## src/sv/fbfl_pkg.sv

```systemverilog
// Shared types and constants for the fixed block free list allocator.
// Used by fbfl_ctrl, fbfl_dp and the top level; depends on nothing.
package fbfl_pkg;

  // Default pool depth handed to the top-level parameter.
  localparam int NUM_BLOCKS_DEF = 256;

  // Fixed field widths of the ports.
  localparam int MODE_W      = 2;
  localparam int INDEX_W     = 8;
  localparam int OFFSET_W    = 24;
  localparam int USED_W      = 9;
  localparam int POOL_W      = 9;
  localparam int BYTES_W     = 17;
  localparam int APB_ADDR_W  = 3;
  localparam int APB_DATA_W  = 32;

  // Register reset values and limits.
  localparam logic [POOL_W-1:0]  POOL_BLOCKS_RST = 9'd256;
  localparam logic [BYTES_W-1:0] BLOCK_BYTES_RST = 17'd64;
  localparam logic [BYTES_W-1:0] BLOCK_BYTES_MIN = 17'd8;
  localparam logic [USED_W-1:0]  USED_MAX        = 9'd511;

  // Register index, taken from byte address bit 2.
  localparam logic REG_POOL_BLOCKS = 1'b0;
  localparam logic REG_BLOCK_BYTES = 1'b1;

  // Command codes on the input word.
  localparam logic [MODE_W-1:0] MODE_ALLOC   = 2'd0;
  localparam logic [MODE_W-1:0] MODE_FREE    = 2'd1;
  localparam logic [MODE_W-1:0] MODE_REBUILD = 2'd2;

  typedef enum logic [1:0] {
    ST_DONE      = 2'd0,
    ST_EXHAUSTED = 2'd1,
    ST_IGNORED   = 2'd2,
    ST_REBUILT   = 2'd3
  } status_t;

  // Commands from the controller to the datapath.
  typedef struct packed {
    logic    alloc_rd;     // read the link of the head block
    logic    alloc_pop;    // head takes the link that was read
    logic    free_push;    // link the returned block in front of the head
    logic    walk_start;   // begin a rebuild walk
    logic    walk_step;    // write one chain entry
    logic    walk_finish;  // last entry written: reset head and count
    logic    emit;         // present a result word
    status_t status;
  } cmd_t;

  // Status from the datapath to the controller.
  typedef struct packed {
    logic head_null;
    logic free_ok;
    logic walk_last;
  } sts_t;

endpackage

```

## src/sv/fbfl_ctrl.sv

```systemverilog
// Controller state machine of the free list allocator.
// Depends on fbfl_pkg; drives fbfl_dp through cmd_t and reads sts_t.
module fbfl_ctrl (
  input  logic                         clk,
  input  logic                         rst_n,
  input  logic                         start,
  input  logic [fbfl_pkg::MODE_W-1:0]  in_mode,
  input  fbfl_pkg::sts_t               sts,
  output fbfl_pkg::cmd_t               cmd,
  output logic                         busy
);

  typedef enum logic [1:0] {
    S_IDLE,
    S_POP,
    S_WALK
  } state_t;

  state_t state_r, state_nxt;
  logic   report_r, report_nxt;
  logic   busy_r;

  always_comb begin
    state_nxt  = state_r;
    report_nxt = report_r;
    cmd        = '0;
    cmd.status = fbfl_pkg::ST_IGNORED;
    case (state_r)
      S_IDLE: begin
        if (start) begin
          case (in_mode)
            fbfl_pkg::MODE_ALLOC: begin
              if (sts.head_null) begin
                cmd.emit   = 1'b1;
                cmd.status = fbfl_pkg::ST_EXHAUSTED;
              end else begin
                cmd.alloc_rd = 1'b1;
                state_nxt    = S_POP;
              end
            end
            fbfl_pkg::MODE_FREE: begin
              cmd.emit = 1'b1;
              if (sts.free_ok) begin
                cmd.free_push = 1'b1;
                cmd.status    = fbfl_pkg::ST_DONE;
              end
            end
            fbfl_pkg::MODE_REBUILD: begin
              cmd.walk_start = 1'b1;
              report_nxt     = 1'b1;
              state_nxt      = S_WALK;
            end
            default: begin
              cmd.emit = 1'b1;
            end
          endcase
        end
      end
      S_POP: begin
        cmd.alloc_pop = 1'b1;
        cmd.emit      = 1'b1;
        cmd.status    = fbfl_pkg::ST_DONE;
        state_nxt     = S_IDLE;
      end
      S_WALK: begin
        cmd.walk_step = 1'b1;
        if (sts.walk_last) begin
          cmd.walk_finish = 1'b1;
          cmd.emit        = report_r;
          cmd.status      = fbfl_pkg::ST_REBUILT;
          state_nxt       = S_IDLE;
        end
      end
      default: begin
        state_nxt = S_IDLE;
      end
    endcase
  end

  // The walk that follows reset builds the chain silently.
  always_ff @(posedge clk) begin
    if (!rst_n) begin
      state_r  <= S_WALK;
      report_r <= 1'b0;
      busy_r   <= 1'b1;
    end else begin
      state_r  <= state_nxt;
      report_r <= report_nxt;
      busy_r   <= (state_nxt != S_IDLE);
    end
  end

  assign busy = busy_r;

endmodule

```

## src/sv/fbfl_dp.sv

```systemverilog
// Datapath of the free list allocator: link memory, head, use count,
// rebuild walker, offset multiplier and result registers. Depends on fbfl_pkg.
module fbfl_dp #(
  parameter int NUM_BLOCKS = fbfl_pkg::NUM_BLOCKS_DEF
) (
  input  logic                           clk,
  input  logic                           rst_n,
  input  fbfl_pkg::cmd_t                 cmd,
  output fbfl_pkg::sts_t                 sts,
  input  logic [fbfl_pkg::INDEX_W-1:0]   in_free_index,
  input  logic                           in_free_is_null,
  input  logic [fbfl_pkg::POOL_W-1:0]    pool_blocks,
  input  logic [fbfl_pkg::BYTES_W-1:0]   block_bytes,
  output logic                           out_valid,
  output logic [1:0]                     out_status,
  output logic [fbfl_pkg::INDEX_W-1:0]   out_block_index,
  output logic [fbfl_pkg::OFFSET_W-1:0]  out_byte_offset,
  output logic [fbfl_pkg::USED_W-1:0]    out_used_count
);

  localparam int IDX_W  = $clog2(NUM_BLOCKS);
  localparam int LINK_W = $clog2(NUM_BLOCKS + 1);
  localparam int CMP_W  = (LINK_W > fbfl_pkg::POOL_W) ? LINK_W : fbfl_pkg::POOL_W;
  localparam int PROD_W = (LINK_W + fbfl_pkg::BYTES_W > fbfl_pkg::OFFSET_W) ?
                          (LINK_W + fbfl_pkg::BYTES_W) : fbfl_pkg::OFFSET_W;
  localparam int RST_COUNT = (NUM_BLOCKS < int'(fbfl_pkg::POOL_BLOCKS_RST)) ?
                             NUM_BLOCKS : int'(fbfl_pkg::POOL_BLOCKS_RST);
  localparam logic [IDX_W-1:0]  RST_LAST  = IDX_W'(RST_COUNT - 1);
  localparam logic [LINK_W-1:0] LINK_NULL = LINK_W'(NUM_BLOCKS);

  logic [LINK_W-1:0] link_mem [NUM_BLOCKS];

  logic [LINK_W-1:0]               head_r, head_nxt;
  logic [fbfl_pkg::USED_W-1:0]     used_r, used_nxt;
  logic [IDX_W-1:0]                walk_cnt_r, walk_cnt_nxt;
  logic [IDX_W-1:0]                walk_last_r, walk_last_nxt;
  logic [LINK_W-1:0]               rd_data_r;

  logic                            out_valid_r;
  logic [1:0]                      out_status_r;
  logic [fbfl_pkg::INDEX_W-1:0]    out_index_r, out_index_nxt;
  logic [fbfl_pkg::OFFSET_W-1:0]   out_offset_r, out_offset_nxt;
  logic [fbfl_pkg::USED_W-1:0]     out_used_r;

  logic                            wr_en;
  logic [IDX_W-1:0]                wr_addr;
  logic [LINK_W-1:0]               wr_data;
  logic [CMP_W-1:0]                pool_ext;
  logic [CMP_W-1:0]                last_ext;
  logic [fbfl_pkg::BYTES_W-1:0]    bytes_eff;
  logic [LINK_W-1:0]               mul_idx;
  logic [PROD_W-1:0]               product;

  // Clamp the pool count to one through NUM_BLOCKS and take the last index.
  always_comb begin
    pool_ext = CMP_W'(pool_blocks);
    if (pool_ext == '0) begin
      last_ext = '0;
    end else if (pool_ext > CMP_W'(NUM_BLOCKS)) begin
      last_ext = CMP_W'(NUM_BLOCKS - 1);
    end else begin
      last_ext = pool_ext - CMP_W'(1);
    end
  end

  assign sts.head_null = (head_r >= LINK_NULL);
  assign sts.free_ok   = !in_free_is_null &&
                         (CMP_W'(in_free_index) < CMP_W'(NUM_BLOCKS));
  assign sts.walk_last = (walk_cnt_r == walk_last_r);

  assign bytes_eff = (block_bytes < fbfl_pkg::BLOCK_BYTES_MIN) ?
                     fbfl_pkg::BLOCK_BYTES_MIN : block_bytes;
  assign mul_idx   = cmd.alloc_pop ? head_r : LINK_W'(in_free_index);
  assign product   = PROD_W'(mul_idx) * PROD_W'(bytes_eff);

  // One write port: a pushed block takes the old head, a walk writes the chain.
  always_comb begin
    wr_en   = cmd.free_push || cmd.walk_step;
    wr_addr = cmd.free_push ? IDX_W'(in_free_index) : walk_cnt_r;
    if (cmd.free_push) begin
      wr_data = head_r;
    end else if (sts.walk_last) begin
      wr_data = LINK_NULL;
    end else begin
      wr_data = LINK_W'(walk_cnt_r) + LINK_W'(1);
    end
  end

  always_ff @(posedge clk) begin
    if (wr_en) begin
      link_mem[wr_addr] <= wr_data;
    end
  end

  always_ff @(posedge clk) begin
    if (cmd.alloc_rd) begin
      rd_data_r <= link_mem[head_r[IDX_W-1:0]];
    end
  end

  always_comb begin
    head_nxt      = head_r;
    used_nxt      = used_r;
    walk_cnt_nxt  = walk_cnt_r;
    walk_last_nxt = walk_last_r;
    out_index_nxt  = '0;
    out_offset_nxt = '0;
    if (cmd.alloc_pop) begin
      head_nxt       = rd_data_r;
      used_nxt       = (used_r < fbfl_pkg::USED_MAX) ? used_r + 1'b1 : used_r;
      out_index_nxt  = fbfl_pkg::INDEX_W'(head_r);
      out_offset_nxt = product[fbfl_pkg::OFFSET_W-1:0];
    end
    if (cmd.free_push) begin
      head_nxt       = LINK_W'(in_free_index);
      used_nxt       = (used_r != '0) ? used_r - 1'b1 : used_r;
      out_index_nxt  = in_free_index;
      out_offset_nxt = product[fbfl_pkg::OFFSET_W-1:0];
    end
    if (cmd.walk_start) begin
      walk_cnt_nxt  = '0;
      walk_last_nxt = IDX_W'(last_ext);
    end
    if (cmd.walk_step && !sts.walk_last) begin
      walk_cnt_nxt = walk_cnt_r + 1'b1;
    end
    if (cmd.walk_finish) begin
      head_nxt = '0;
      used_nxt = '0;
    end
  end

  always_ff @(posedge clk) begin
    if (!rst_n) begin
      head_r      <= '0;
      used_r      <= '0;
      walk_cnt_r  <= '0;
      walk_last_r <= RST_LAST;
      out_valid_r <= 1'b0;
    end else begin
      head_r      <= head_nxt;
      used_r      <= used_nxt;
      walk_cnt_r  <= walk_cnt_nxt;
      walk_last_r <= walk_last_nxt;
      out_valid_r <= cmd.emit;
    end
  end

  always_ff @(posedge clk) begin
    if (cmd.emit) begin
      out_status_r <= cmd.status;
      out_index_r  <= out_index_nxt;
      out_offset_r <= out_offset_nxt;
      out_used_r   <= used_nxt;
    end
  end

  assign out_valid       = out_valid_r;
  assign out_status      = out_status_r;
  assign out_block_index = out_index_r;
  assign out_byte_offset = out_offset_r;
  assign out_used_count  = out_used_r;

`ifndef SYNTHESIS
  a_pop_follows_read: assert property (@(posedge clk) disable iff (!rst_n)
    cmd.alloc_pop |-> $past(cmd.alloc_rd))
    else $error("pop without a preceding link read");

  a_pop_not_empty: assert property (@(posedge clk) disable iff (!rst_n)
    cmd.alloc_pop |-> !sts.head_null)
    else $error("pop from an empty free list");

  a_walk_in_range: assert property (@(posedge clk) disable iff (!rst_n)
    cmd.walk_step |-> (walk_cnt_r <= walk_last_r))
    else $error("rebuild walk ran past the last block");

  a_rebuilt_word: assert property (@(posedge clk) disable iff (!rst_n)
    (out_valid_r && (out_status_r == fbfl_pkg::ST_REBUILT)) |->
      ((out_used_r == '0) && (out_index_r == '0) && (head_r == '0)))
    else $error("rebuilt word with nonzero count or index");
`endif

endmodule

```

## src/sv/fixed_block_free_list_allocator.sv

```systemverilog
// Allocate reads the head link in the accept cycle, then pops with busy high;
// the result word is strobed on out_valid in the cycle after the pop. Free and
// the exhausted or ignored cases end in the accept cycle, word in the next cycle.
// Rebuild does one link memory write per block of the clamped pool count after
// the start cycle. Reset is synchronous; after rst_n rises, busy stays high while
// the chain of min(256, NUM_BLOCKS) blocks is written. Results cannot be stalled.
module fixed_block_free_list_allocator #(
  parameter int NUM_BLOCKS = fbfl_pkg::NUM_BLOCKS_DEF
) (
  input  logic                              clk,
  input  logic                              rst_n,
  // Command channel: a word is taken when start is high and busy is low.
  input  logic                              start,
  output logic                              busy,
  input  logic [fbfl_pkg::MODE_W-1:0]       in_mode,
  input  logic [fbfl_pkg::INDEX_W-1:0]      in_free_index,
  input  logic                              in_free_is_null,
  // Result channel: each word is valid for exactly one cycle.
  output logic                              out_valid,
  output logic [1:0]                        out_status,
  output logic [fbfl_pkg::INDEX_W-1:0]      out_block_index,
  output logic [fbfl_pkg::OFFSET_W-1:0]     out_byte_offset,
  output logic [fbfl_pkg::USED_W-1:0]       out_used_count,
  // APB-style configuration port.
  input  logic                              psel,
  input  logic                              penable,
  input  logic                              pwrite,
  input  logic [fbfl_pkg::APB_ADDR_W-1:0]   paddr,
  input  logic [fbfl_pkg::APB_DATA_W-1:0]   pwdata,
  output logic [fbfl_pkg::APB_DATA_W-1:0]   prdata,
  output logic                              pready
);

  // Configuration registers. Register 0 (byte address 0) is the pool count,
  // register 1 (byte address 4) the block size. Only address bit 2 decodes
  // the register; a new pool count is used from the next rebuild on, while
  // the block size feeds the offset multiplier directly.
  logic [fbfl_pkg::POOL_W-1:0]  pool_blocks_r;
  logic [fbfl_pkg::BYTES_W-1:0] block_bytes_r;
  logic                         cfg_write;

  fbfl_pkg::cmd_t cmd;
  fbfl_pkg::sts_t sts;

  assign pready    = 1'b1;
  assign cfg_write = psel && penable && pwrite && pready;

  always_ff @(posedge clk) begin
    if (!rst_n) begin
      pool_blocks_r <= fbfl_pkg::POOL_BLOCKS_RST;
      block_bytes_r <= fbfl_pkg::BLOCK_BYTES_RST;
    end else if (cfg_write) begin
      case (paddr[2])
        fbfl_pkg::REG_POOL_BLOCKS: begin
          pool_blocks_r <= pwdata[fbfl_pkg::POOL_W-1:0];
        end
        fbfl_pkg::REG_BLOCK_BYTES: begin
          block_bytes_r <= pwdata[fbfl_pkg::BYTES_W-1:0];
        end
        default: begin
        end
      endcase
    end
  end

  // Read data is combinational from the registers; the access cycle samples it.
  always_comb begin
    case (paddr[2])
      fbfl_pkg::REG_POOL_BLOCKS: prdata = fbfl_pkg::APB_DATA_W'(pool_blocks_r);
      fbfl_pkg::REG_BLOCK_BYTES: prdata = fbfl_pkg::APB_DATA_W'(block_bytes_r);
      default:                   prdata = '0;
    endcase
  end

  // The controller sequences each command word; the datapath owns the link
  // memory, the head pointer, the use count and the result registers.
  fbfl_ctrl u_ctrl (
    .clk     (clk),
    .rst_n   (rst_n),
    .start   (start),
    .in_mode (in_mode),
    .sts     (sts),
    .cmd     (cmd),
    .busy    (busy)
  );

  fbfl_dp #(
    .NUM_BLOCKS (NUM_BLOCKS)
  ) u_dp (
    .clk             (clk),
    .rst_n           (rst_n),
    .cmd             (cmd),
    .sts             (sts),
    .in_free_index   (in_free_index),
    .in_free_is_null (in_free_is_null),
    .pool_blocks     (pool_blocks_r),
    .block_bytes     (block_bytes_r),
    .out_valid       (out_valid),
    .out_status      (out_status),
    .out_block_index (out_block_index),
    .out_byte_offset (out_byte_offset),
    .out_used_count  (out_used_count)
  );

endmodule

```

## config.mk

```make
export PLATFORM = sky130hd
export DESIGN_NAME = fixed_block_free_list_allocator
export DESIGN_NICKNAME = d
export VERILOG_FILES = /design/src/sv/fbfl_pkg.sv /design/src/sv/fbfl_ctrl.sv /design/src/sv/fbfl_dp.sv /design/src/sv/fixed_block_free_list_allocator.sv
export SDC_FILE = /design/constraint.sdc
export NUM_CORES = 2
export LEC_CHECK = 0
export BUFFER_PORTS_ARGS = -buffer_cell sky130_fd_sc_hd__buf_2
export CORE_MARGIN = 2
export CORE_UTILIZATION = 40
export CTS_CLUSTER_SIZE = 16
export DETAILED_ROUTE_END_ITERATION = 10
export PLACE_DENSITY = 0.54
export RECOVER_POWER = 50
export SLEW_MARGIN = 20
export SYNTH_ARGS = -nofsm -noshare
export SYNTH_HDL_FRONTEND = slang
export SYNTH_HIERARCHICAL = 1
export SYNTH_SLANG_ARGS = --single-unit
export TNS_END_PERCENT = 30
```

## constraint.sdc

```tcl
create_clock -name clk -period 14.3 [get_ports clk]
set_input_delay 0.715 -clock clk [delete_from_list [all_inputs] [get_ports clk]]
set_output_delay 0.715 -clock clk [all_outputs]
set_load 0.005 [all_outputs]
```

### Word-level counts from Yosys, hierarchy flattened

Memories as Yosys holds them, arrays and structs flattened. A register that Yosys moved wholly into a read port is not among the register bits.
Cells that the tools add are included.

* register bits: 108
* RAM bits: 2304
* input bits: 52
* output and inout bits: 78
* word-level logic and storage cells: 96
* memories: 1

Memory list
* u_dp.link_mem: depth 256, width 9, rd ports 1, clocked after Yosys merged registers in 1, write ports 1, RTL line fbfl_dp.sv:31 `logic [LINK_W-1:0] link_mem [NUM_BLOCKS];`

* $add $sub $neg: 5
* $mul: 1
* magnitude comparators: 4
* equal/unequal tests: 5
* muxes and demuxes: 46
* bitwise gates (word level): 2
* reductions and logical operators: 17

Operators with widths (count)
* 8-bit 2-to-1 mux: 9
* 9-bit 2-to-1 mux: 8
* 32-bit one-hot mux with 2 select lines: 1
* 24-bit 2-to-1 mux: 2
* 9-bit by 17-bit multiplier with 24-bit output: 1
* 17-bit by 4-bit less-than comparator with 1-bit output, second input constant: 1
* 17-bit 2-to-1 mux: 1
* 2-bit 2-to-1 mux: 7
* 2-bit one-hot mux with 2 select lines: 3
* 1-bit 2-to-1 mux: 10
* 8-bit by 1-bit adder with 9-bit output, second input constant: 1
* 9-bit by 1-bit adder with 9-bit output, second input constant: 1
* 9-bit >= comparator, second input constant: 1
* 9-bit greater-than comparator, second input constant: 1
* 9-bit logical NOT: 1
* 9-bit less-than comparator, second input constant: 1
* 3-bit one-hot mux with 3 select lines: 1
* 9-bit nonzero test: 1
* 9-bit by 1-bit subtractor with 9-bit output, second input constant: 1
* 8-bit by 1-bit adder with 8-bit output, second input constant: 1
* 8-bit == test: 1
* 8-bit by 1-bit subtractor with 8-bit output, second input constant: 1
* 3-bit 2-to-1 mux: 2
* 2-bit nonzero test: 3
* other kinds (13): 20

### Depth between registers and ports, before layout

* word-level depth: 7
* gate-level depth with buffers: 24
* depth with buffers taken out: 20

### Cells and area by module

Netlist, hierarchy kept.

Modules (own cells, without submodules)
* fbfl_dp: times used 1, cells an instance 4885, area each 97126.9 um^2
* fixed_block_free_list_allocator: times used 1, cells an instance 145, area each 1343.8 um^2
* fbfl_ctrl: times used 1, cells an instance 31, area each 265.3 um^2

### Least setup slack after synthesis

No wires, ideal clock.

* path type: input to register
* start: input port in_mode[1] in the netlist's numbering
* end: memory u_dp/link_mem[0][7] in the netlist's numbering, data pin
* setup time: 2.235 ns
* arrival time: 11.925 ns
* data required time: 12.065 ns
* path slack: 0.141 ns
* stages on the path: 6
* path through: nand2b_1 nor4_1 clkbuf_1 clkbuf_1 clkbuf_1 o31ai_1

RTL lines
* start: declaration: RTL line fixed_block_free_list_allocator.sv:15 `input logic [fbfl_pkg::MODE_W-1:0] in_mode,`
* end: declaration: RTL line fbfl_dp.sv:31

==> metrics.txt <==
Slew Viols, Final 1132; worst slew pin tran 4.90 ns; max_cap viols 24; layout cells sized above 1 a little over a fifth; Most used DFF post-synth edfxtp_1; Total Routing Usage GR 19.8%; post-synth top area share 71.7%; post_cts resized 0; Hold Path Class input pin to register; die height 501 µm; area grow syn2layout 12.2%; Mean Syn Cell Area 19.5 µm²; initial core utilization 40.2%; crit path time final 9.18 ns; crit path to u_dp/link_mem[112][0]; slowest CP cell clkbuf_1; worst reg2reg path depth 6; fin worst setup slack ~5.1 ns; CP startpoint kind register; Setup CP Type register to register; Crit path top cell by count clkbuf_1; Async SR Flop Fraction 0%; slowest stage delay, CP roughly 2.8 ns; DRT Wirelength 251000 µm; Worst EP arrival 9.39 ns; core area 0.246 mm²; Final setup viols 0; Yosys top cell by area edfxtp_1; Post-Syn Area 0.0987 mm²; DRT Pass-1 Iters 6; port bufs 96; GRT Residual Overflow 0; placed cells between 8000 and 9000; DR vias/cell 5.74; antenna viol nets, final 0; GP Congestion slightly above 0.8; Critical path origin u_ctrl/state_r[1]; non-filler cells, final approximately 8600; Post-synth EDFFs 2356; FF-to-FF End u_dp/link_mem[112][0]; via count 49600; Clock Skew 0.0569 ns; ranking of synthesized cells by area edfxtp_1 (72%), mux4_2 (13%), fa_1 (2.1%); Final period util 64.2%; total design power 14700 µW; # clock sinks 2421; Critical Path Sink Type register; largest net degree at the start of global routing 207; fin util ~45%; failing checks max-capacitance violations, max-slew violations; DR WL/cell roughly 29 µm; H-tree Lvls 5; Iter 0 DRT Violations 5419; CTS Hold Bufs 0; initial antenna violation count 15; pwr dens 133 mW/mm²; die width ~500 µm; NumNets Final 5428; peak supply drop 0.131 mV; Cell variety after synth 72; Achievable Freq 0.109 GHz; critical path, cell by cell nor4_1, clkbuf_1, nand2_1, o31ai_4, clkbuf_1, clkbuf_1; FF-to-FF setup slack ~5.1 ns; number of global-route vias before repair around 50000; unrepaired setup endpoints after global routing false; FF-to-FF Start u_ctrl/state_r[1]; total CTS buffers 277; Placement Rows 182; Slew HR -226%; CTS tree yes; I/O pin total 130; setup TNS 0 ns; Worst Path Required 14.50 ns; DRC Markers 0; status finished with violations; most frequent cells in the layout edfxtp_1 (2356), mux4_2 (589), nor2_1 (337); DPL Wire Length 144000 µm; CTS root buf clkbuf_16; Clock Latency Late Sink 0.91 ns; DP Worst Slack about 8 ns; top fanout value on the critical path 78; #FFs+latches synth about 2400; post-synthesis cell count 5061; leakage power 0.0346 µW; post-CTS setup buffer count 0; most common cell after layout, fill and taps aside edfxtp_1; die area approximately 0.25 mm²; clk slew on worst S/H paths 0.06 ns; CTS max path bufs 4; post-synthesis sequential area ratio 73.0%; Synth Warn # 6; first-pass GRT wire length 359000 µm; Final Hold Violating Endpoints 0
[worst max-delay path, delay by kind of cell, from the launching register on]
family | cells | cell delay (ns)
compound gates | 1 | 0.14
buf+inv | 3 | 7.07
flops | 1 | 0.39
simple gates | 2 | 0.71
[report_power, final]
group | switching, µW | internal, µW | leakage [µW]
Combinational | 228 | 63.2 | 0.00851
Clock | 2720 | 3950 | 0.00408
Sequential | 8.76 | 7780 | 0.0220
Total | 2950 | 11800 | 0.0346
[cells in the mapped netlist, types with 5 or more instances]
cell and n:
edfxtp_1 2356, mux4_2 589, nor2_1 340, nand2_1 197
clkbuf_1 165, inv_1 154, a22oi_1 147, fa_1 105
a21oi_1 97, nor2b_1 79, dfxtp_1 65, a22o_1 60
a221oi_1 53, buf_2 45, ha_1 44, buf_6 43
mux2i_1 39, o21ai_0 38, buf_1 32, buf_4 31
xnor2_1 29, and2_1 28, nor3_1 28, nand2b_1 27
nand3_1 27, o221ai_1 24, o22ai_1 22, and3_1 19
mux2_2 17, nor4_1 16, o31ai_1 13, xor2_1 13
nand4_1 11, a211oi_1 10, o32ai_1 9, a221oi_2 7
or2_2 6, or3_1 6, buf_8 5, nand3b_1 5
o211ai_1 5, o21a_1 5
[flip-flops by register name, summed over array words and instances, names as in the netlist, 9 cells and up]
name,flops
u_dp/out_byte_offset,24
u_dp/used_r,9
block_bytes_r,17
u_dp/out_used_count,9
pool_blocks_r,9
u_dp/rd_data_r,9
u_dp/head_r,9
u_dp/link_mem,2304
[cells by family (layout without fill, tap and decap cells)]
family          Yosys count  after routing  synth area share [%]
compound gates          523            523                  3.85
xor+xnor                 42             42                 0.373
fa+ha+maj               149            149                  2.69
buf+inv                 477            809                  2.39
flops                  2421           2421                  73.0
mux                     645            645                  14.0
other cells               2             20               0.00761
simple gates            802            802                  3.70
[final cells by class]
cell class,instances,area (µm²)
clock inverter,108,966
sequential,2421,72100
timing repair buffer,195,1280
tap,3220,4030
clock buffer,351,7380
multi-input combinational,2177,24500
inverter,155,582
fill,20900,135000
antenna,4,10.0
[stage by stage]
| stage | cell area [µm²] | hold slack [ns] |
|---|---|---|
| after global placement | 103000 | 0.462 |
| final | 111000 | 0.0694 |
| after CTS | 111000 | 0.000216 |
| after global routing | 111000 | 0.0339 |
| after detailed placement | 103000 | 0.483 |
| after floorplan | 98800 | 0.441 |
[layer usage]
layer / track usage [%] / up-vias / wire length [µm]
li1: - / 20800 / -
met1: 29.1 / 26700 / 111000
met2: 30.6 / 1696 / 117000
met3: 3.28 / 399 / 16400
met4: 5.47 / 2 / 6690
met5: 0 / - / 11
[worst min-delay path by stage]
stage / cells after the start / endpoint / start
floorplan: 1 / u_ctrl/report_r / u_ctrl/report_r
global placement: 1 / u_ctrl/report_r / u_ctrl/report_r
detailed placement: 2 / u_dp/walk_last_r[3] / u_dp/walk_last_r[3]
CTS: 3 / block_bytes_r[16] / pwdata[16]
global route: 3 / block_bytes_r[14] / pwdata[14]
finish: 3 / block_bytes_r[15] / pwdata[15]
(Power assumes the default switching activity.)
